**src/rtl/mdag_pkg.sv**
```systemverilog
// shared types and constants for the stereo-match dma descriptor generator
// no dependencies; imported by every module of the block
`default_nettype none

package mdag_pkg;

  localparam int unsigned AddrW       = 32;
  localparam int unsigned IdxW        = 32;
  // descriptors per pixel is at most 15*15 + 15*255 + 3, which fits 12 bits
  localparam int unsigned RemW        = 12;
  // second division: divisor is the mask side or match width (8 bits)
  localparam int unsigned SubRemW     = 8;
  // row number inside the mask or match window is below the mask side
  localparam int unsigned SubQW       = 4;
  localparam int unsigned FrontStages = IdxW;
  localparam int unsigned BackStages  = RemW;
  localparam int unsigned CfgIdxW     = 3;
  localparam int unsigned QueueDepth  = 4;
  localparam int unsigned QueuePtrW   = $clog2(QueueDepth);
  localparam int unsigned QueueCntW   = $clog2(QueueDepth + 1);
  localparam int unsigned StrideShift = 6;
  localparam logic [AddrW-1:0] DescStride = AddrW'(64);
  localparam logic [RemW-1:0]  ExtraDescs = RemW'(3);

  localparam logic [AddrW-1:0] MaskPosBase  = 32'd303038464;
  localparam logic [AddrW-1:0] MatchPosBase = 32'd304087040;

  localparam logic [3:0]  MaskSideRst     = 4'd3;
  localparam logic [7:0]  MatchWidthRst   = 8'd10;
  localparam logic [15:0] PictureWidthRst = 16'd30;

  typedef enum logic [CfgIdxW-1:0] {
    CFG_MASK_SIDE        = 3'd0,
    CFG_MATCH_WIDTH      = 3'd1,
    CFG_PICTURE_WIDTH    = 3'd2,
    CFG_DESCRIPTOR_BASE  = 3'd3,
    CFG_LEFT_IMAGE_BASE  = 3'd4,
    CFG_RIGHT_IMAGE_BASE = 3'd5,
    CFG_RESULT_BASE      = 3'd6,
    CFG_UNIT_BASE        = 3'd7
  } cfg_idx_e;

  typedef enum logic [4:0] {
    REGION_MASK      = 5'b00001,
    REGION_MATCH     = 5'b00010,
    REGION_MASK_POS  = 5'b00100,
    REGION_MATCH_POS = 5'b01000,
    REGION_RESULT    = 5'b10000
  } region_e;

  typedef struct packed {
    logic [3:0]       mask_side;
    logic [7:0]       match_width;
    logic [15:0]      picture_width;
    logic [AddrW-1:0] descriptor_base;
    logic [AddrW-1:0] left_image_base;
    logic [AddrW-1:0] right_image_base;
    logic [AddrW-1:0] result_base;
    logic [AddrW-1:0] unit_base;
    logic [7:0]       mask_area;
    logic [RemW-1:0]  window_area;
    logic [RemW-1:0]  per_pixel;
  } cfg_t;

  typedef struct packed {
    logic [IdxW-1:0]  pixel;
    logic [RemW-1:0]  slot;
    region_e          region;
    logic [AddrW-1:0] own_addr;
    logic [AddrW-1:0] next_addr;
  } desc_t;

endpackage

`default_nettype wire

```
**src/rtl/mdag_queue.sv**
```systemverilog
// short register queue between the front and back pipelines
// depends on mdag_pkg for the entry type and depth
`default_nettype none

module mdag_queue (
  input  logic            clk_i,
  input  logic            rst_ni,
  input  logic            push_i,
  input  mdag_pkg::desc_t push_data_i,
  output logic            full_o,
  input  logic            pop_i,
  output logic            empty_o,
  output mdag_pkg::desc_t pop_data_o
);
  import mdag_pkg::*;

  desc_t                entry_q [QueueDepth];
  logic [QueuePtrW-1:0] head_q, head_d;
  logic [QueuePtrW-1:0] tail_q, tail_d;
  logic [QueueCntW-1:0] cnt_q, cnt_d;

  assign full_o     = cnt_q == QueueCntW'(QueueDepth);
  assign empty_o    = cnt_q == '0;
  assign pop_data_o = entry_q[head_q];

  always_comb begin
    head_d = head_q;
    tail_d = tail_q;
    cnt_d  = cnt_q;
    if (push_i) begin
      tail_d = tail_q + QueuePtrW'(1);
    end
    if (pop_i) begin
      head_d = head_q + QueuePtrW'(1);
    end
    if (push_i && !pop_i) begin
      cnt_d = cnt_q + QueueCntW'(1);
    end else if (pop_i && !push_i) begin
      cnt_d = cnt_q - QueueCntW'(1);
    end
  end

  always_ff @(posedge clk_i or negedge rst_ni) begin
    if (!rst_ni) begin
      head_q <= '0;
      tail_q <= '0;
      cnt_q  <= '0;
    end else begin
      head_q <= head_d;
      tail_q <= tail_d;
      cnt_q  <= cnt_d;
    end
  end

  always_ff @(posedge clk_i) begin
    if (push_i) begin
      entry_q[tail_q] <= push_data_i;
    end
  end

endmodule

`default_nettype wire

```
**config.mk**
```make
export PLATFORM = sky130hd
export DESIGN_NAME = mdag_queue
export DESIGN_NICKNAME = d
export VERILOG_FILES = /design/src/rtl/mdag_pkg.sv /design/src/rtl/mdag_queue.sv
export SDC_FILE = /design/constraint.sdc
export NUM_CORES = 1
export LEC_CHECK = 0
export ABC_AREA = 0
export BUFFER_PORTS_ARGS = -buffer_cell sky130_fd_sc_hd__buf_2
export CORE_UTILIZATION = 59
export CTS_BUF_LIST = sky130_fd_sc_hd__clkbuf_2
export DETAILED_ROUTE_END_ITERATION = 10
export GPL_TIMING_DRIVEN = 0
export PLACE_DENSITY = 0.79
export SKIP_CTS_REPAIR_TIMING = 1
export SLEW_MARGIN = 20
export SYNTH_ARGS = -nofsm -noshare
export SYNTH_HDL_FRONTEND = slang
export SYNTH_SLANG_ARGS = --single-unit
```
**constraint.sdc**
```tcl
create_clock -name clk_i -period 4.92 [get_ports clk_i]
set_clock_uncertainty 0.15 [all_clocks]
set_input_delay 0.246 -clock clk_i [delete_from_list [all_inputs] [get_ports clk_i]]
set_output_delay 0.246 -clock clk_i [all_outputs]
set_load 0.02 [all_outputs]
```
# Word-level counts from Yosys, hierarchy flattened
# Memories as Yosys holds them, arrays and structs flattened.
# Index checks and enable logic that the tools add are counted.
# classes
n_eq_ne	1
n_mux	4
n_addsub	4
n_bitwise	0
n_lt_le_gt_ge	0
n_reduce_logical	6
multipliers	0
div_mod_pow	0
shifts	0
# ops
cell	count
3-bit 2-to-1 mux	2
2-bit by 1-bit adder with 2-bit output (second input constant)	2
3-bit by 1-bit adder with 3-bit output (second input constant)	1
3-bit == test (second input constant)	1
3-bit logical NOT	1
3-bit by 1-bit subtractor with 3-bit output (second input constant)	1
1-bit logical AND	2
1-bit logical NOT	2
1-bit 2-to-1 mux	2
2-bit nonzero test	1
# word_totals
romBits	0
out_inout_bits	115
latch_bits	0
word_cells	19
in_bits	117
ff_bits	7
mem_count	1
mem_bits_rw	452
# memory_table
name	depth	width	rd	rd_clocked_by_memory_dff	wr	line_no	source
entry_q	4	113	1	0	1	mdag_queue.sv:17	desc_t entry_q [QueueDepth];

# Logic depth before layout (Yosys ltp)
# depth
word_depth	4
ltp_mapped	7
depth_no_buf	7

# Worst setup path before layout
# No wires, ideal clock.
# synth_path
path_kind	register to register
startpoint	register tail_q[0]
endpoint	memory entry_q[2][0] (netlist bit), enable pin
slack_ns	1.068
path_stages_with_launch	4
t_required_ns	4.285
period_less_slack_ns	3.852
n_path_buf	0
arrival_time_ns	3.217
setup_ns	0.485
cell_sequence	dfrtp_1 -> inv_1 -> ha_1 -> and2_1
# synth_rtl
element	line_no	source
from (decl)	mdag_queue.sv:19	logic [QueuePtrW-1:0] tail_q, tail_d;
from (signal assigned)	mdag_queue.sv:50	tail_q <= tail_d;
to (decl)	mdag_queue.sv:17	
# No word-level cell before the write port.

==> flow_summary.yaml <==
run_status:
  run_status: "finished, final reports clean"
synthesis:
  synth_warnings: 0
  synth.top_cell.area_share: 0.8137
  synth_enable_flop_cells: 452
  netlist_top_cells_count: "sky130_fd_sc_hd__edfxtp_1 (452), sky130_fd_sc_hd__mux4_2 (113), sky130_fd_sc_hd__buf_2 (14)"
  netlist_top_cells_area: "sky130_fd_sc_hd__edfxtp_1 (81%), sky130_fd_sc_hd__mux4_2 (15%), sky130_fd_sc_hd__dfrtp_1 (1.1%), sky130_fd_sc_hd__buf_6 (0.47%), sky130_fd_sc_hd__buf_2 (0.42%)"
  postSynth.topFlopCell: "sky130_fd_sc_hd__edfxtp_1"
  syn-cell-area_mm2: 0.01668
  synthesis.instances: 625
  synth.avg_cell_area_um2: 26.69
  asyncSetResetFlopFracSynth: 0.01525
  synth.net_count: 748
  synth-seq-area-share: 0.8242
  postSynthRegisterBits: 459
  synth.lib_cells_used.distinct: 19
  most_used_standard_cell_by_instance_count_after_synthesis: "sky130_fd_sc_hd__edfxtp_1"
  yosysTopAreaCell: "sky130_fd_sc_hd__edfxtp_1"
worst_setup_path:
  worst_setup_path_start_kind: "register"
  worst-setup-path-type: "reg -> out"
  crit_path_end_kind: "primary output"
  r2r_start: "tail_q[0]"
  critical_path_peak_fanout: 10
  rrSetupSlack_ns: 2.60
  crit_required_ns: 4.52
  arrival_ns: 2.66
  worstReg2RegEnd: "entry_q[0][59]"
  rr_worst_depth: 5
flow_run:
  maxCapViolations: 0
floorplan:
  die_area_mm2: 0.02895
  floorplan.rows: 61
  initial_core_util: 0.6004
  floorplan.io_pins: 232
  fp.dieH_um: 170.1
  floorplan.core_area_mm2: 0.02778
  die_width_um: 170.1
global_routing:
  grt_pass1_wl_mm: 46.41
  global_route.overflow_total: 0
  grtUsageTotal: 0.2198
  grt_pass1_vias: 8519
  grt_antenna_before_repair: 2
  maximum_number_of_pins_on_one_net_before_global_route_repair: 49
clocking:
  path_clk_slew_ns: 0.10
  clock_latency_ns: 0.89
  cts_buffer_count: 106
  clock_sink_count: 459
  clock_tree.root_cell: "sky130_fd_sc_hd__clkbuf_2"
  clock_tree_from_tritoncts: "yes"
  cts_max_level: 3
  clock_path_buffers: 3
final_layout:
  layoutNonFillerInstCount: 1670
  layout-area-overhead-vs-synth_pct: 30.81
  fin_util: 0.7854
  layout.nets: 1328
  stdcell_area_mm2: 0.02182
  final_layout_size_suffix_gt1_frac: 0.4240
min_path:
  hp-start: "push_i"
  holdPathEnd: "tail_q[0]"
  hp-class: "in -> reg"
  whs_path_depth: 3
pwr:
  leakage_nw: 7.878
  power_density_mw_per_mm2: 542.6
  p_total_mw: 11.84
  peakVddDrop_v: 0.0003958
detailed_routing:
  drt_pre_antenna_iters: 5
  drt_iter0_markers: 663
  wl_mm: 35.72
  post-route-drc-count: 0
  via_per_inst: 5.354
  via_count: 8941
  post_drt_wl_per_cell_um: 21.39
  detail-route-antenna-nets: 0
sta:
  rsz_0062_raised_after_global_routing: "false"
  hold_viol_final: 0
  relSlewSlack: 0.5108
  period_minus_slack_ns: 3.058
  fin_setup_tns_ns: 0
  timing_max_transition_violations_final: 0
  worst_slew_pin_slew_ns: 0.7338
  final.hold.worst_slack_ns: 0.1144
  fmaxAchievable_mhz: 327.1
  final.setup.worst_slack_ns: 1.862
  timing.final.setup_violations: 0
  period_share: 0.6215
placement:
  detailed_place.area_mm2: 0.01852
  place_congestion: 0.6910
  dp_worst_slack_ns: 2.600
  place.detailed.hpwl_mm: 18.93
  dp.cells: 1243
  placement.io_buffers: 231
where the power goes:
| part | switching (mW) | internal (mW) |
|---|---|---|
| sequential | 0.176 | 5.10 |
| clock | 1.44 | 0.916 |
| combinational | 2.45 | 1.75 |
flip-flops by register name, indices dropped and copies added (netlist names):
register and cells:
entry_q 452, cnt_q 3, head_q 2, tail_q 2
worst max-delay path, cell delays in order (launching register included):
cell,delay (ns)
sky130_fd_sc_hd__dfrtp_1,0.33
sky130_fd_sc_hd__buf_2,0.16
sky130_fd_sc_hd__buf_2,0.32
sky130_fd_sc_hd__buf_2,0.36
sky130_fd_sc_hd__mux4_2,0.40
sky130_fd_sc_hd__buf_2,0.19
cells by family (layout without fill, tap and decap cells):
| kind of cell | Yosys count | in the layout | synth area share |
|---|---|---|---|
| DFF | 459 | 459 | 0.8242 |
| muxes | 114 | 114 | 0.1533 |
| buffers and inverters | 30 | 695 | 0.01118 |
| and+or+nand+nor | 9 | 9 | 0.002925 |
| adders and majority gates | 6 | 6 | 0.004951 |
| xor gates and xnor gates | 6 | 6 | 0.003151 |
| AOI/OAI and AO/OA | 1 | 1 | 0.0002998 |
| other | 0 | 2 | 0 |
cell type report:
cell class / instances / area [um2]
inverter: 4 / 15.01
tap: 378 / 473.0
multi-input combinational: 136 / 2755
sequential: 459 / 13750
antenna: 2 / 5.005
timing repair buffer: 472 / 3681
buffer: 26 / 171.4
fill: 1494 / 5963
clock buffer: 158 / 790.8
clock inverter: 35 / 178.9
how the worst max path moves through the flow:
| stage | from | end | slack (ns) | depth (start not counted) |
|---|---|---|---|---|
| 3_3_place_gp | tail_q[0] | entry_q[2][69] | -0.89 | 3 |
| 5_1_grt | head_q[1] | pop_data_o[53] | 1.71 | 5 |
| 3_5_place_dp | tail_q[0] | entry_q[0][32] | 2.60 | 5 |
| 2_1_floorplan | tail_q[0] | entry_q[2][0] | 1.07 | 3 |
| 6_report | head_q[1] | pop_data_o[53] | 1.86 | 5 |
| 4_1_cts | head_q[1] | pop_data_o[48] | 1.76 | 5 |
layer usage:
| layer | track usage | wire length (um) | up-vias |
|---|---|---|---|
| li1 | - | - | 3953 |
| met4 | 0.08343 | 571 | 0 |
| met3 | 0.08070 | 3020 | 44 |
| met2 | 0.3571 | 18760 | 381 |
| met1 | 0.2720 | 13360 | 4563 |
| met5 | 0 | 0 | - |
placed cells by master (no fill, tap or decap), drive strengths merged:
master         n
mux4         113
ha             5
buf          262
edfxtp       452
nor2           1
o21ai          1
clkbuf       162
fa             1
bufinv         1
clkinvlp       2
xor2           4
nand2          2
nor3           1
dlygate4sd3  232
clkinv        31
inv            5
xnor2          2
mux2           1
dfrtp          7
nor3b          1
diode          2
and2           4
Note: power is estimated with default switching activity, not from simulation.
