### config.mk
export PLATFORM = sky130hd
export DESIGN_NAME = mdag_back
export DESIGN_NICKNAME = d
export VERILOG_FILES = /design/src/rtl/mdag_pkg.sv /design/src/rtl/mdag_back.sv
export SDC_FILE = /design/constraint.sdc
export NUM_CORES = 2
export LEC_CHECK = 0
export BUFFER_PORTS_ARGS = -buffer_cell sky130_fd_sc_hd__buf_2
export CORE_MARGIN = 3
export CORE_UTILIZATION = 30
export DETAILED_ROUTE_END_ITERATION = 10
export SETUP_SLACK_MARGIN = 0.4
export SYNTH_ARGS = -nofsm -noshare
export SYNTH_HDL_FRONTEND = slang
export SYNTH_SLANG_ARGS = --single-unit
### constraint.sdc
create_clock -name clk_i -period 64 [get_ports clk_i]
set_clock_uncertainty 0.2 [all_clocks]
set_input_delay 9.6 -clock clk_i [delete_from_list [all_inputs] [get_ports clk_i]]
set_output_delay 9.6 -clock clk_i [all_outputs]
set_load 0.02 [all_outputs]
### src/rtl/mdag_pkg.sv
// shared types and constants for the stereo-match dma descriptor generator
// no dependencies; imported by every module of the block
`default_nettype none

package mdag_pkg;

  localparam int unsigned AddrW       = 32;
  localparam int unsigned IdxW        = 32;
  // descriptors per pixel is at most 15*15 + 15*255 + 3, which fits 12 bits
  localparam int unsigned RemW        = 12;
  // second division: divisor is the mask side or match width (8 bits)
  localparam int unsigned SubRemW     = 8;
  // row number inside the mask or match window is below the mask side
  localparam int unsigned SubQW       = 4;
  localparam int unsigned FrontStages = IdxW;
  localparam int unsigned BackStages  = RemW;
  localparam int unsigned CfgIdxW     = 3;
  localparam int unsigned QueueDepth  = 4;
  localparam int unsigned QueuePtrW   = $clog2(QueueDepth);
  localparam int unsigned QueueCntW   = $clog2(QueueDepth + 1);
  localparam int unsigned StrideShift = 6;
  localparam logic [AddrW-1:0] DescStride = AddrW'(64);
  localparam logic [RemW-1:0]  ExtraDescs = RemW'(3);

  localparam logic [AddrW-1:0] MaskPosBase  = 32'd303038464;
  localparam logic [AddrW-1:0] MatchPosBase = 32'd304087040;

  localparam logic [3:0]  MaskSideRst     = 4'd3;
  localparam logic [7:0]  MatchWidthRst   = 8'd10;
  localparam logic [15:0] PictureWidthRst = 16'd30;

  typedef enum logic [CfgIdxW-1:0] {
    CFG_MASK_SIDE        = 3'd0,
    CFG_MATCH_WIDTH      = 3'd1,
    CFG_PICTURE_WIDTH    = 3'd2,
    CFG_DESCRIPTOR_BASE  = 3'd3,
    CFG_LEFT_IMAGE_BASE  = 3'd4,
    CFG_RIGHT_IMAGE_BASE = 3'd5,
    CFG_RESULT_BASE      = 3'd6,
    CFG_UNIT_BASE        = 3'd7
  } cfg_idx_e;

  typedef enum logic [4:0] {
    REGION_MASK      = 5'b00001,
    REGION_MATCH     = 5'b00010,
    REGION_MASK_POS  = 5'b00100,
    REGION_MATCH_POS = 5'b01000,
    REGION_RESULT    = 5'b10000
  } region_e;

  typedef struct packed {
    logic [3:0]       mask_side;
    logic [7:0]       match_width;
    logic [15:0]      picture_width;
    logic [AddrW-1:0] descriptor_base;
    logic [AddrW-1:0] left_image_base;
    logic [AddrW-1:0] right_image_base;
    logic [AddrW-1:0] result_base;
    logic [AddrW-1:0] unit_base;
    logic [7:0]       mask_area;
    logic [RemW-1:0]  window_area;
    logic [RemW-1:0]  per_pixel;
  } cfg_t;

  typedef struct packed {
    logic [IdxW-1:0]  pixel;
    logic [RemW-1:0]  slot;
    region_e          region;
    logic [AddrW-1:0] own_addr;
    logic [AddrW-1:0] next_addr;
  } desc_t;

endpackage

`default_nettype wire

### src/rtl/mdag_back.sv
// back end: splits the slot into row and column and forms source and destination
// depends on mdag_pkg; one division step per stage, then an output register
`default_nettype none

module mdag_back (
  input  logic              clk_i,
  input  logic              rst_ni,
  input  mdag_pkg::cfg_t    cfg_i,
  input  logic              empty_i,
  output logic              pop_o,
  input  mdag_pkg::desc_t   pop_data_i,
  output logic              out_valid_o,
  input  logic              out_stall_i,
  output logic [31:0]       own_address_o,
  output logic [31:0]       next_address_o,
  output logic [31:0]       source_address_o,
  output logic [31:0]       dest_address_o
);
  import mdag_pkg::*;

  logic [BackStages-1:0] vld_q;
  logic [SubRemW-1:0]    rem_q  [BackStages];
  logic [RemW-1:0]       dq_q   [BackStages];
  desc_t                 desc_q [BackStages];
  logic                  out_valid_q;
  logic [AddrW-1:0]      own_q, next_q, src_q, dst_q;
  logic [AddrW-1:0]      src_d, dst_d;
  logic                  en;
  logic [RemW-1:0]       dividend;
  logic [SubQW-1:0]      row;
  logic [19:0]           line_off;
  logic [AddrW-1:0]      col;
  desc_t                 tail;

  assign en    = !out_valid_q || !out_stall_i;
  assign pop_o = en && !empty_i;

  // match slots are counted from the end of the mask loads
  assign dividend = (pop_data_i.region == REGION_MATCH) ?
                    pop_data_i.slot - RemW'(cfg_i.mask_area) : pop_data_i.slot;

  for (genvar s = 0; s < BackStages; s++) begin : g_stage
    logic [SubRemW-1:0] rem_in;
    logic [RemW-1:0]    dq_in;
    logic [SubRemW:0]   trial;
    logic               ge;
    logic [SubRemW-1:0] rem_d;
    logic [RemW-1:0]    dq_d;
    logic               vld_d;
    desc_t              desc_in;
    logic [SubRemW-1:0] div_s;

    if (s == 0) begin : g_first
      assign rem_in  = '0;
      assign dq_in   = dividend;
      assign vld_d   = !empty_i;
      assign desc_in = pop_data_i;
    end else begin : g_rest
      assign rem_in  = rem_q[s-1];
      assign dq_in   = dq_q[s-1];
      assign vld_d   = vld_q[s-1];
      assign desc_in = desc_q[s-1];
    end

    // divisor follows from the region carried with the item
    assign div_s = (desc_in.region == REGION_MASK) ?
                   SubRemW'(cfg_i.mask_side) : cfg_i.match_width;

    assign trial = {rem_in, dq_in[RemW-1]};
    assign ge    = trial >= {1'b0, div_s};
    assign rem_d = ge ? SubRemW'(trial - {1'b0, div_s}) : trial[SubRemW-1:0];
    assign dq_d  = {dq_in[RemW-2:0], ge};

    always_ff @(posedge clk_i or negedge rst_ni) begin
      if (!rst_ni) begin
        vld_q[s] <= 1'b0;
      end else if (en) begin
        vld_q[s] <= vld_d;
      end
    end

    always_ff @(posedge clk_i) begin
      if (en) begin
        rem_q[s]  <= rem_d;
        dq_q[s]   <= dq_d;
        desc_q[s] <= desc_in;
      end
    end
  end

  assign tail     = desc_q[BackStages-1];
  assign row      = dq_q[BackStages-1][SubQW-1:0];
  assign line_off = 20'(row) * 20'(cfg_i.picture_width);
  assign col      = AddrW'(rem_q[BackStages-1]);

  always_comb begin
    src_d = cfg_i.unit_base;
    dst_d = cfg_i.unit_base + AddrW'(tail.slot);
    case (tail.region)
      REGION_MASK: begin
        src_d = cfg_i.left_image_base + col + AddrW'(line_off) + tail.pixel;
      end
      REGION_MATCH: begin
        src_d = cfg_i.right_image_base + col + AddrW'(line_off);
      end
      REGION_MASK_POS: begin
        src_d = MaskPosBase + tail.pixel;
      end
      REGION_MATCH_POS: begin
        src_d = MatchPosBase + tail.pixel;
      end
      REGION_RESULT: begin
        dst_d = cfg_i.result_base + tail.pixel;
      end
      default: begin
        dst_d = cfg_i.result_base + tail.pixel;
      end
    endcase
  end

  always_ff @(posedge clk_i or negedge rst_ni) begin
    if (!rst_ni) begin
      out_valid_q <= 1'b0;
    end else if (en) begin
      out_valid_q <= vld_q[BackStages-1];
    end
  end

  always_ff @(posedge clk_i) begin
    if (en) begin
      own_q  <= tail.own_addr;
      next_q <= tail.next_addr;
      src_q  <= src_d;
      dst_q  <= dst_d;
    end
  end

  assign out_valid_o      = out_valid_q;
  assign own_address_o    = own_q;
  assign next_address_o   = next_q;
  assign source_address_o = src_q;
  assign dest_address_o   = dst_q;

endmodule

`default_nettype wire

### Yosys cells after proc, flatten, opt, wreduce, memory -nomap -nowiden

Memories as Yosys holds them, arrays and structs flattened.
Cells that the tools add are included.

| word-level totals | value |
|---|---|
| flip-flop bits (word level) | 141 |
| memory bits (writable) | 1,596 |
| logic and storage cells | 107 |
| bits of input ports | 337 |
| memories | 3 |

| cells by class | value |
|---|---|
| eq/ne operators | 17 |
| reductions and logical operators | 6 |
| multiplexer cells | 29 |
| $lt $le $gt $ge | 12 |
| multipliers | 1 |
| add/subtract/negate cells | 22 |

Memories:

| name | depth | width | rd ports | clocked after memory_dff | write ports | RTL line | source |
|---|---|---|---|---|---|---|---|
| desc_q | 12 | 113 | 12 | 0 | 12 | mdag_back.sv:24 | `desc_t desc_q [BackStages];` |
| dq_q | 12 | 12 | 12 | 0 | 12 | mdag_back.sv:23 | `logic [RemW-1:0] dq_q [BackStages];` |
| rem_q | 12 | 8 | 12 | 0 | 12 | mdag_back.sv:22 | `logic [SubRemW-1:0] rem_q [BackStages];` |

Operators by type and width:

| operator | count |
|---|---|
| 2-to-1 mux 8 bit | 24 |
| case mux 32 bit (4 select lines) | 1 |
| >= comparator 9 x 8 -> 1 bit | 11 |
| subtractor 8 bit | 11 |
| equality test 5 x 1 -> 1 bit, second input constant | 13 |
| adder 29 x 32 -> 32 bit, first input constant | 2 |
| adder 32 x 20 -> 32 bit | 2 |
| adder 32 bit | 2 |
| adder 32 x 8 -> 32 bit | 2 |
| adder 32 x 12 -> 32 bit | 1 |
| 2-to-1 mux 32 bit | 1 |
| multiplier 4 x 16 -> 20 bit | 1 |
| 2-to-1 mux 12 bit | 1 |
| subtractor 12 x 8 -> 12 bit | 1 |
| equality test 5 x 2 -> 1 bit, second input constant | 2 |
| >= comparator 1 x 8 -> 1 bit | 1 |
| subtractor 1 x 8 -> 8 bit | 1 |
| equality test 5 x 3 -> 1 bit, second input constant | 1 |
| equality test 5 x 4 -> 1 bit, second input constant | 1 |
| OR reduction 4 bit | 1 |
| zero test 1 bit | 3 |
| 2-to-1 mux 1 bit | 2 |
| logical AND 1 bit | 1 |
| logical OR 1 bit | 1 |

### Logic depth before layout (Yosys ltp)

An unclocked memory read counts as a cell.

| logic depth | value |
|---|---|
| depth in word-level cells | 5 |
| mapped depth | 29 |
| gate-level depth less buffers | 28 |

### Least setup slack after synthesis

No wires, ideal clock.

| path | value |
|---|---|
| path type | input port to flip-flop |
| start | input port out_stall_i |
| end | register vld_q[1] (netlist: g_stage[2].vld_d) |
| cell stages on the path | 3 |
| setup time | 0.220 ns |
| data required time | 63.580 ns |
| data arrival time | 59.910 ns |
| buffers on the path | 1 |
| setup slack | 3.670 ns |
| cells stage by stage | nand2_1 > buf_1 > mux2_2 |

| between the ends | value |
|---|---|
| cells in the longest elaborated chain, start to end | 2 |

RTL lines:

| item | RTL line | source |
|---|---|---|
| start: declaration | mdag_back.sv:13 | `input logic out_stall_i,` |
| zero test 1 bit | mdag_back.sv:35 | `assign en = !out_valid_q \|\| !out_stall_i;` |
| logical OR 1 bit | mdag_back.sv:35 |  |
| end signal: indexed assignment | mdag_back.sv:78 | `vld_q[s] <= vld_d;` |
| end: declaration | mdag_back.sv:21 | `logic [BackStages-1:0] vld_q;` |

Every way passes these cells.
A chain may end at the register's enable or synchronous reset.

### Worst setup path in the final report

| path | value |
|---|---|
| start | input port out_stall_i |
| end | output port pop_o |

| between the ends | value |
|---|---|
| cells in the longest elaborated chain, start to end | 3 |

RTL lines:

| item | RTL line | source |
|---|---|---|
| zero test 1 bit | mdag_back.sv:35 |  |
| logical OR 1 bit | mdag_back.sv:35 |  |
| logical AND 1 bit | mdag_back.sv:36 | `assign pop_o = en && !empty_i;` |
| end: declaration | mdag_back.sv:10 | `output logic pop_o,` |

Every way passes these cells.

==> flow_summary.json <==
{
  "max_freq_mhz": 50.3,
  "avgSynthCellArea_um2": 17.2,
  "synth_nets": 4497,
  "die_w_um": 474,
  "synth_area_leader_cell": "edfxtp_1",
  "max-cap-violations": 0,
  "stdcell_area_um2": 77100,
  "core_um2": 218000,
  "crit_path_max_incr_delay_ns": 0.19,
  "status": "finished, final reports clean",
  "yosysMostFrequentCell": "edfxtp_1",
  "arrival_ns": 10.08,
  "syn-cell-area_um2": 65800,
  "synth_edf_count": 1656,
  "grt_antenna_before_repair": 48,
  "synth_seq_cells": 1669,
  "final-hold-violation-count": 0,
  "drtIter0Drc": 2768,
  "rsz0062_at_grt": "no",
  "root_buffer": "clkbuf_16",
  "netlist.area_leader.share_pct": 75.6,
  "required_ns": 54.20,
  "htreeDepth": 4,
  "hold_class": "reg -> reg",
  "netlist_top_cells_area": "edfxtp_1 (76%), ha_1 (5.0%), fa_1 (2.4%)",
  "cpMostUsedCell": "buf_2",
  "area_growth_pct": 17.2,
  "post_cts_buffers": 0,
  "postSynthCellCount": 3817,
  "r2r_cells": 25,
  "place.gp.congestion": 0.878,
  "grt_pass1_wl_um": 197000,
  "slew_headroom_pct": 23.8,
  "cts_tree": "done",
  "holdBufCountCts": 0,
  "portBuffers": 410,
  "grt_overflow": 0,
  "vias": 32900,
  "endpoint_kind": "primary output",
  "synth-main-ff-cell": "edfxtp_1",
  "clock_latency_ns": 0.81,
  "numCtsBuffers": 173,
  "async_flop_share_pct": 0.779,
  "min_path_cells": 0,
  "grt_max_degree": 188,
  "drv_slew": 0,
  "worstSetupPathType": "in -> out",
  "ant_nets": 0,
  "clkSinkCount": 1669,
  "ys_warn_count": 0,
  "cp_max_fo": 3,
  "path_clk_slew_ns": 0.06,
  "cts_resized": 0,
  "tns_ns": 0,
  "routed_wl_um": 131000,
  "dieArea_um2": 225000,
  "ys_types": 71,
  "synth_common_cells": "edfxtp_1 (1656), ha_1 (264), inv_1 (204)",
  "worstMarginPinSlew_ns": 1.11,
  "io_pins": 467,
  "grt_pass1_vias": 32500,
  "cp-start-kind": "input port",
  "clockBufferDepth": 3,
  "fin_crit_ns": 19.88,
  "final_nets": 5048,
  "gr-usage-all-layers_pct": 11.5,
  "period_share_pct": 31.1,
  "setup_viol": 0,
  "drive_gt1_share_pct": 17.4,
  "die_h_um": 474,
  "rows": 171,
  "dpl-instance-area_um2": 71400,
  "start_util_pct": 30.2,
  "vias_per_cell": 4.46,
  "crit_chain": "buf_2, a21oi_1, buf_2",
  "drc_errors": 0,
  "wl_per_cell_um": 17.8,
  "crit_slowest_cell": "buf_2",
  "first_pass_iters": 6,
  "hpwl_um": 93800,
  "yosysSeqAreaShare_pct": 76.1
}
==> through the flow <==
stage          std cells  hold slack (ns)  setup slack [ns]  util (%)
3_3_place_gp        7047            0.200             44.12      32.8
3_5_place_dp        7047            0.205             44.12      32.8
5_1_grt             7368            0.193             44.09      35.4
4_1_cts             7360            0.184             44.12      35.4
6_report            7373            0.197             44.12      35.4
2_1_floorplan       3817            0.200              3.67         -
==> sequential cells by signal, summed over array words and instances, names as in the netlist <==
name and count:
source_address_o 32, desc_q 1356, g_stage.vld_d 11, rem_q 96, vld_q 1, dq_q 76, out_valid_o 1, next_address_o 32
own_address_o 32, dest_address_o 32
==> cells in the final DEF (no fill, tap or decap), types with 73 or more instances in the layout <==
| cell | instances |
|---|---|
| clkbuf_16 | 174 |
| mux2_2 | 78 |
| fa_1 | 79 |
| xnor2_1 | 106 |
| xor2_1 | 73 |
| nand2_1 | 202 |
| inv_1 | 204 |
| edfxtp_1 | 1656 |
| buf_2 | 410 |
| a21oi_1 | 160 |
| nor2_1 | 154 |
| o21ai_0 | 136 |
| ha_1 | 264 |
==> cell type report <==
type / count / area (µm²)
inverter: 204 / 766
sequential: 1669 / 50100
timing repair buffer: 444 / 2320
tap: 2854 / 3570
multi-input combinational: 1876 / 14700
clock inverter: 99 / 1090
antenna: 13 / 32.5
clock buffer: 214 / 4500
fill: 20400 / 141000
==> worst max-delay path, delay by kind of cell <==
kind / cells / cell delay, ns
compound gates: 1 / 0.17
buf+inv: 2 / 0.32
==> cell families after synthesis <==
kind of cell | after synthesis | share of synthesized area [%]
AOI/OAI and AO/OA | 568 | 5.52
xor gates and xnor gates | 179 | 2.38
muxes | 127 | 2.08
DFF | 1669 | 76.1
buffers and inverters | 272 | 1.55
adders and majority gates | 343 | 7.43
and+or+nand+nor | 659 | 4.92
==> per-layer routing <==
layer / GRT usage (%) / wire length [µm] / vias to the layer above
met5: 0 / 101 / -
met1: 16.1 / 60200 / 16000
met4: 3.93 / 3940 / 16
li1: - / - / 15700
met2: 17.3 / 57500 / 976
met3: 2.90 / 9540 / 247
==> path summary, 6_finish.rpt <==
| check | start | slack, ns | endpoint |
|---|---|---|---|
| min reg2reg | desc_q[8][3]$_DFFE_PN_ | 0.20 | desc_q[9][3]$_DFFE_PN_ |
| max | out_stall_i | 44.12 | pop_o |
| max in group asynchronous | rst_ni | 54.85 | g_stage[6].vld_d$_DFFE_PN0N_ |
| min | desc_q[8][3]$_DFFE_PN_ | 0.20 | desc_q[9][3]$_DFFE_PN_ |
| max reg2reg | dq_q[2][39]$_DFFE_PN_ | 55.52 | source_address_o[25]$_DFFE_PN_ |
| min in group asynchronous | rst_ni | 8.53 | g_stage[5].vld_d$_DFFE_PN0N_ |
Power is not shown: default switching activity piles up to over one toggle a cycle in this logic, so the estimate is an artifact.
