===== src/rtl/mdag_pkg.sv =====
// shared types and constants for the stereo-match dma descriptor generator
// no dependencies; imported by every module of the block
`default_nettype none

package mdag_pkg;

  localparam int unsigned AddrW       = 32;
  localparam int unsigned IdxW        = 32;
  // descriptors per pixel is at most 15*15 + 15*255 + 3, which fits 12 bits
  localparam int unsigned RemW        = 12;
  // second division: divisor is the mask side or match width (8 bits)
  localparam int unsigned SubRemW     = 8;
  // row number inside the mask or match window is below the mask side
  localparam int unsigned SubQW       = 4;
  localparam int unsigned FrontStages = IdxW;
  localparam int unsigned BackStages  = RemW;
  localparam int unsigned CfgIdxW     = 3;
  localparam int unsigned QueueDepth  = 4;
  localparam int unsigned QueuePtrW   = $clog2(QueueDepth);
  localparam int unsigned QueueCntW   = $clog2(QueueDepth + 1);
  localparam int unsigned StrideShift = 6;
  localparam logic [AddrW-1:0] DescStride = AddrW'(64);
  localparam logic [RemW-1:0]  ExtraDescs = RemW'(3);

  localparam logic [AddrW-1:0] MaskPosBase  = 32'd303038464;
  localparam logic [AddrW-1:0] MatchPosBase = 32'd304087040;

  localparam logic [3:0]  MaskSideRst     = 4'd3;
  localparam logic [7:0]  MatchWidthRst   = 8'd10;
  localparam logic [15:0] PictureWidthRst = 16'd30;

  typedef enum logic [CfgIdxW-1:0] {
    CFG_MASK_SIDE        = 3'd0,
    CFG_MATCH_WIDTH      = 3'd1,
    CFG_PICTURE_WIDTH    = 3'd2,
    CFG_DESCRIPTOR_BASE  = 3'd3,
    CFG_LEFT_IMAGE_BASE  = 3'd4,
    CFG_RIGHT_IMAGE_BASE = 3'd5,
    CFG_RESULT_BASE      = 3'd6,
    CFG_UNIT_BASE        = 3'd7
  } cfg_idx_e;

  typedef enum logic [4:0] {
    REGION_MASK      = 5'b00001,
    REGION_MATCH     = 5'b00010,
    REGION_MASK_POS  = 5'b00100,
    REGION_MATCH_POS = 5'b01000,
    REGION_RESULT    = 5'b10000
  } region_e;

  typedef struct packed {
    logic [3:0]       mask_side;
    logic [7:0]       match_width;
    logic [15:0]      picture_width;
    logic [AddrW-1:0] descriptor_base;
    logic [AddrW-1:0] left_image_base;
    logic [AddrW-1:0] right_image_base;
    logic [AddrW-1:0] result_base;
    logic [AddrW-1:0] unit_base;
    logic [7:0]       mask_area;
    logic [RemW-1:0]  window_area;
    logic [RemW-1:0]  per_pixel;
  } cfg_t;

  typedef struct packed {
    logic [IdxW-1:0]  pixel;
    logic [RemW-1:0]  slot;
    region_e          region;
    logic [AddrW-1:0] own_addr;
    logic [AddrW-1:0] next_addr;
  } desc_t;

endpackage

`default_nettype wire


===== src/rtl/mdag_front.sv =====
// front end: accepts requests, splits the index into pixel and slot, classifies the slot
// depends on mdag_pkg; one restoring division step per pipeline stage
`default_nettype none

module mdag_front (
  input  logic              clk_i,
  input  logic              rst_ni,
  input  mdag_pkg::cfg_t    cfg_i,
  input  logic              in_valid_i,
  output logic              in_stall_o,
  input  logic [31:0]       descriptor_index_i,
  input  logic              is_last_i,
  output logic              push_o,
  output mdag_pkg::desc_t   push_data_o,
  input  logic              full_i
);
  import mdag_pkg::*;

  logic [FrontStages-1:0] vld_q;
  logic [RemW-1:0]        rem_q  [FrontStages];
  logic [IdxW-1:0]        dq_q   [FrontStages];
  logic [AddrW-1:0]       own_q  [FrontStages];
  logic [AddrW-1:0]       next_q [FrontStages];
  logic                   en;
  logic [AddrW-1:0]       own_d;
  logic [AddrW-1:0]       next_d;
  logic [RemW-1:0]        slot;
  logic [RemW-1:0]        loads_end;
  region_e                region;

  assign en         = !vld_q[FrontStages-1] || !full_i;
  assign in_stall_o = !en;
  assign push_o     = vld_q[FrontStages-1] && !full_i;

  assign own_d  = cfg_i.descriptor_base + (descriptor_index_i << StrideShift);
  assign next_d = is_last_i ? cfg_i.descriptor_base : own_d + DescStride;

  for (genvar s = 0; s < FrontStages; s++) begin : g_stage
    logic [RemW-1:0]  rem_in;
    logic [IdxW-1:0]  dq_in;
    logic [RemW:0]    trial;
    logic             ge;
    logic [RemW-1:0]  rem_d;
    logic [IdxW-1:0]  dq_d;
    logic             vld_d;
    logic [AddrW-1:0] own_in;
    logic [AddrW-1:0] next_in;

    if (s == 0) begin : g_first
      assign rem_in  = '0;
      assign dq_in   = descriptor_index_i;
      assign vld_d   = in_valid_i;
      assign own_in  = own_d;
      assign next_in = next_d;
    end else begin : g_rest
      assign rem_in  = rem_q[s-1];
      assign dq_in   = dq_q[s-1];
      assign vld_d   = vld_q[s-1];
      assign own_in  = own_q[s-1];
      assign next_in = next_q[s-1];
    end

    assign trial = {rem_in, dq_in[IdxW-1]};
    assign ge    = trial >= {1'b0, cfg_i.per_pixel};
    assign rem_d = ge ? RemW'(trial - {1'b0, cfg_i.per_pixel}) : trial[RemW-1:0];
    assign dq_d  = {dq_in[IdxW-2:0], ge};

    always_ff @(posedge clk_i or negedge rst_ni) begin
      if (!rst_ni) begin
        vld_q[s] <= 1'b0;
      end else if (en) begin
        vld_q[s] <= vld_d;
      end
    end

    always_ff @(posedge clk_i) begin
      if (en) begin
        rem_q[s]  <= rem_d;
        dq_q[s]   <= dq_d;
        own_q[s]  <= own_in;
        next_q[s] <= next_in;
      end
    end
  end

  // slot order: mask loads, match loads, mask pos, match pos, result
  assign slot      = rem_q[FrontStages-1];
  assign loads_end = RemW'(cfg_i.mask_area) + cfg_i.window_area;

  always_comb begin
    if (slot < RemW'(cfg_i.mask_area)) begin
      region = REGION_MASK;
    end else if (slot < loads_end) begin
      region = REGION_MATCH;
    end else if (slot == loads_end) begin
      region = REGION_MASK_POS;
    end else if (slot == loads_end + RemW'(1)) begin
      region = REGION_MATCH_POS;
    end else begin
      region = REGION_RESULT;
    end
  end

  assign push_data_o.pixel     = dq_q[FrontStages-1];
  assign push_data_o.slot      = slot;
  assign push_data_o.region    = region;
  assign push_data_o.own_addr  = own_q[FrontStages-1];
  assign push_data_o.next_addr = next_q[FrontStages-1];

endmodule

`default_nettype wire


===== config.mk =====
export PLATFORM = sky130hd
export DESIGN_NAME = mdag_front
export DESIGN_NICKNAME = d
export VERILOG_FILES = /design/src/rtl/mdag_pkg.sv /design/src/rtl/mdag_front.sv
export SDC_FILE = /design/constraint.sdc
export NUM_CORES = 2
export LEC_CHECK = 0
export BUFFER_PORTS_ARGS = -buffer_cell sky130_fd_sc_hd__buf_2
export CAP_MARGIN = 20
export CORE_MARGIN = 2
export CORE_UTILIZATION = 25
export CTS_BUF_LIST = sky130_fd_sc_hd__clkbuf_4 sky130_fd_sc_hd__clkbuf_8 sky130_fd_sc_hd__clkbuf_16
export DETAILED_ROUTE_END_ITERATION = 8
export HOLD_SLACK_MARGIN = 0.02
export PLACE_DENSITY = 0.41
export SKIP_LAST_GASP = 1
export SLEW_MARGIN = 5
export SYNTH_ARGS = -nofsm -noshare
export SYNTH_HDL_FRONTEND = slang
export SYNTH_SLANG_ARGS = --single-unit

===== constraint.sdc =====
create_clock -name clk_i -period 181.4 [get_ports clk_i]
set_clock_uncertainty 0.2 [all_clocks]
set_input_delay 45.35 -clock clk_i [delete_from_list [all_inputs] [get_ports clk_i]]
set_output_delay 45.35 -clock clk_i [all_outputs]
set_load 0.005 [all_outputs]

After elaboration in Yosys (flattened, before gate mapping)
Memories as Yosys holds them, arrays and structs flattened.
Cells that the tools add are included.
{"block": "word_totals", "latchBits": 0, "mem_bits_ro": 0, "wordCells": 152, "register_bits": 32, "n_memories": 4, "ramBits": 3456, "inputBits": 257, "output_inout_bits": 115}
{"memory": "dq_q", "words": 32, "word_bits": 32, "read_ports": 32, "rd_ports_with_merged_regs": 0, "wr": 32, "line_no": "mdag_front.sv:21", "source": "logic [IdxW-1:0] dq_q [FrontStages];"}
{"memory": "next_q", "words": 32, "word_bits": 32, "read_ports": 32, "rd_ports_with_merged_regs": 0, "wr": 32, "line_no": "mdag_front.sv:23", "source": "logic [AddrW-1:0] next_q [FrontStages];"}
{"memory": "own_q", "words": 32, "word_bits": 32, "read_ports": 32, "rd_ports_with_merged_regs": 0, "wr": 32, "line_no": "mdag_front.sv:22", "source": "logic [AddrW-1:0] own_q [FrontStages];"}
{"memory": "rem_q", "words": 32, "word_bits": 12, "read_ports": 32, "rd_ports_with_merged_regs": 0, "wr": 32, "line_no": "mdag_front.sv:20", "source": "logic [RemW-1:0] rem_q [FrontStages];"}
{"block": "op_classes", "reduce_logical": 5, "n_mux": 39, "bitwise": 0, "n_shift": 0, "magnitude_cmp": 34, "n_eq_ne": 2, "n_mul": 0, "div_mod_pow": 0, "n_addsub": 36}
{"cell": "$ge A13 B12 Y1", "count": 31}
{"cell": "$mux W12", "count": 32}
{"cell": "$sub A12 B12 Y12", "count": 31}
{"cell": "$add A32 B32 Y32", "count": 1}
{"cell": "$add A32 B7 Y32 const B", "count": 1}
{"cell": "$mux W32", "count": 1}
{"cell": "$eq A12 B12 Y1", "count": 2}
{"cell": "$mux W5", "count": 4}
{"cell": "$add A12 B1 Y12 const B", "count": 1}
{"cell": "$add A8 B12 Y12", "count": 1}
{"cell": "$ge A1 B12 Y1", "count": 1}
{"cell": "$lt A12 B12 Y1", "count": 1}
{"cell": "$lt A12 B8 Y1", "count": 1}
{"cell": "$sub A1 B12 Y12", "count": 1}
{"cell": "$logic_not A1 Y1", "count": 3}
{"cell": "$mux W1", "count": 2}
{"cell": "$logic_and A1 B1 Y1", "count": 1}
{"cell": "$logic_or A1 B1 Y1", "count": 1}

Longest topological paths before layout
{"block": "depth", "word_depth": 7, "mapped_depth": 16, "depth_no_buf": 16}

Least setup slack after synthesis
No wires, ideal clock.
{"block": "synth_path", "path_type": "input port to output port", "start": "input full_i", "end": "output in_stall_o", "arrival_ns": 137.023, "path_buffers": 1, "stages": 3, "required_time_ns": 135.850, "path_slack_ns": -1.173, "cell_sequence": "nand2_1 clkbuf_1 inv_1"}
{"block": "synth_via", "elab_chain_cells": 3}
{"item": "start: declaration", "line_no": "mdag_front.sv:15", "source": "input logic full_i"}
{"item": "$logic_not A1 Y1", "line_no": "mdag_front.sv:31", "source": "assign en = !vld_q[FrontStages-1] || !full_i;"}
{"item": "$logic_or A1 B1 Y1", "line_no": "mdag_front.sv:31"}
{"item": "$logic_not A1 Y1", "line_no": "mdag_front.sv:32", "source": "assign in_stall_o = !en;"}
{"item": "end: declaration", "line_no": "mdag_front.sv:10", "source": "output logic in_stall_o,"}
No other way between the ends.

==> flow_summary.json <==
{
  "path_buf_inv": 3,
  "cp_slowest_stage_delay_ns": 0.53,
  "fin_tns_setup_ns": 0,
  "power_frac_comb_pct": 20.5,
  "avgSynthCellArea_um2": 18.55,
  "maxCapViolCount": 0,
  "cts_max_level": 5,
  "path_cells": "buf_2 > ha_1 > inv_1 > fa_1 > nor2b_1 > o21ai_1 > and3_1 > nor4_1 > nand3_1 > nor4_2 > or4b_1 > a211oi_2 > and4_1 > buf_2",
  "power_density_nw_per_um2": 18.88,
  "setup_violations": 0,
  "rsz0062_at_grt": "no",
  "port-buffer-count": 215,
  "synth-seq-cells": 3296,
  "insertion_delay_ns": 0.97,
  "maxSlewHeadroom_pct": 28.82,
  "synthCells": 6608,
  "critPathKind": "input pin to output pin",
  "post_drt_wl_per_cell_um": 15.59,
  "min_period_ns": 94.30,
  "syn_nets": 7326,
  "fp.dieW_um": 704.2,
  "tightest_slew_ns": 1.068,
  "crit_slowest_cell": "nor4_1",
  "yosys-top-cells-count": "edfxtp_1 (3,264), ha_1 (428), nand2_1 (336), inv_1 (283), o21ai_0 (283)",
  "clk_pin_slew_ns": 0.06,
  "crit_top_cell": "buf_2",
  "cts_resized": 0,
  "coreArea_um2": 489100,
  "critPathMaxFanout": 3,
  "finish.utilization_pct": 29.71,
  "power_w": 0.002744,
  "viasPerCell": 4.024,
  "hold_path.class": "register to register",
  "antenna_found_initial": 29,
  "firstDrtPassIters": 5,
  "synth_top_area_share_pct": 79.97,
  "swShare_pct": 27.40,
  "slew_violations": 0,
  "clock-sinks": 3296,
  "fmax_ghz": 0.01060,
  "place_congestion": 0.8124,
  "synth_most_common_cell": "edfxtp_1",
  "clockBufferDepth": 4,
  "pwr-share-clk_pct": 28.4,
  "num-nets-final": 7956,
  "clock-root-buffer": "clkbuf_16",
  "arrival_ns": 48.75,
  "worst_ep_required_time_ns": 135.85,
  "power_frac_seq_pct": 51.1,
  "pin_count": 372,
  "synth-edff-count": 3264,
  "cp-start-kind": "input pin",
  "hold_viol_final": 0,
  "finalCritPeriodShare_pct": 51.98,
  "via_count": 56484,
  "grt.total_usage_pct": 8.607,
  "ant_nets": 0,
  "synth_area_um2": 122600,
  "drt_iter0_markers": 3859,
  "die_y_um": 704.2,
  "grt_pass1_wl_um": 343600,
  "ys_top_cells_by_area": "edfxtp_1 (80%), ha_1 (4.4%), mux2_2 (2.0%)",
  "p_switching_w": 0.0007516,
  "critPathCaptureType": "output pin",
  "dp_hpwl_um": 131500,
  "p_leak_nw": 52.00,
  "drive_gt1_share_pct": 16.23,
  "cts_hold_buffers": 0,
  "synth_top_cell_by_area": "edfxtp_1",
  "totalWireLength_um": 218900,
  "grt_max_degree": 158,
  "cpLargestDelayFamily": "simple AND/OR/NAND/NOR gates",
  "cts_buffers": 381,
  "grt_overflow": 0,
  "postCtsSetupBuffers": 0,
  "p_int_w": 0.001992,
  "ir_worst_vdd_uv": 9.031,
  "ys_seq_area_share_pct": 80.62,
  "cts_tree": "built",
  "ys.flop_type": "edfxtp_1",
  "status": "complete, no violations",
  "areaGrowthSynthToFinish_pct": 18.56,
  "ys_types": 87,
  "die_area_um2": 495900,
  "ys_async_sr_fraction_pct": 0.9709,
  "ys_warn_count": 0,
  "start_util_pct": 25.06,
  "first_global_vias": 59068,
  "num_rows": 257,
  "drc": 0
}
## layout make-up
class / instances / area, um^2
clock inverter: 250 / 2853
antenna: 4 / 10.01
multi-input combinational: 2961 / 22470
sequential: 3296 / 98810
fill: 47617 / 343800
tap: 6475 / 8102
inverter: 283 / 1062
timing repair buffer: 315 / 1896
clock buffer: 453 / 10110
## stage by stage
step / cells / area, um^2 / hold WS (ns) / setup WS (ns)
detailed placement: 13330 / 132300 / 0.2045 / 87.04
CTS: 14033 / 145300 / 0.1538 / 87.02
global route: 14034 / 145300 / 0.1478 / 86.78
floorplan: 6608 / 122600 / 0.2003 / 48.12
finish: 14037 / 145300 / 0.1567 / 87.10
global placement: 13320 / 132300 / 0.2001 / 86.99
## flip-flops by register name, summed over array words and instances, names as in the netlist
name,cells
vld_q,1
rem_q,384
g_stage.vld_d,31
next_q,958
dq_q,1024
own_q,898
## cells in the final DEF, fill, tap and decap left out, drive strengths merged, types with 20 or more instances in the layout
| cell type | n |
|---|---|
| edfxtp | 3264 |
| clkbuf | 453 |
| ha | 428 |
| nand2 | 336 |
| buf | 315 |
| inv | 298 |
| o21ai | 293 |
| nor2 | 218 |
| mux2 | 215 |
| xnor2 | 188 |
| a21oi | 180 |
| clkinv | 167 |
| nand4 | 94 |
| nor3 | 89 |
| nor2b | 81 |
| xor2 | 65 |
| a21o | 61 |
| o31ai | 61 |
| nand3 | 58 |
| a21boi | 55 |
| a211oi | 55 |
| mux2i | 52 |
| bufinv | 44 |
| o21a | 40 |
| or2 | 38 |
| nand2b | 37 |
| and3 | 33 |
| fa | 33 |
| dfrtp | 32 |
| o21bai | 31 |
| o31a | 29 |
| nor4 | 27 |
| clkinvlp | 24 |
| o2111a | 20 |
## routing by layer
| metal | GRT usage (%) | up-vias | part of all wire, % |
|---|---|---|---|
| met2 | 13.47 | 1047 | 45 |
| met3 | 2.079 | 451 | 5.6 |
| met5 | 0 | - | 0.016 |
| met4 | 3.004 | 6 | 3.1 |
| met1 | 11.65 | 27894 | 46 |
| li1 | - | 27086 | - |
## final timing paths
| path | startpoint | end | slack (ns) | depth (start not counted) |
|---|---|---|---|---|
| max in group asynchronous | rst_ni | g_stage[16].vld_d | 136.27 | 1 |
| max | cfg_i[24] | push_data_o[67] | 87.10 | 14 |
| min in group asynchronous | rst_ni | g_stage[4].vld_d | 44.29 | 1 |
| min reg2reg | next_q[19][26] | next_q[20][26] | 0.16 | 0 |
| min | next_q[19][26] | next_q[20][26] | 0.16 | 0 |
| max reg2reg | vld_q[31] | next_q[31][1] | 174.99 | 8 |
## cells by family after synthesis
| family | Yosys count | synth area share [%] |
|---|---|---|
| DFF | 3296 | 80.62 |
| and+or+nand+nor | 1053 | 4.231 |
| AOI/OAI and AO/OA | 926 | 4.872 |
| adders and majority gates | 461 | 4.908 |
| buffers and inverters | 351 | 1.121 |
| muxes | 267 | 2.403 |
| xor gates and xnor gates | 254 | 1.845 |
## power by group through the flow
stage               Clock [W]  Combinational (W)  Sequential [W]
floorplan                   0           0.000417         0.00175
global placement            0           0.000555         0.00142
detailed placement          0           0.000567         0.00143
CTS                  0.000817           0.000571         0.00141
global route         0.000848           0.000635         0.00144
finish               0.000779           0.000561         0.00140
Note: power is estimated with default switching activity, not from simulation.
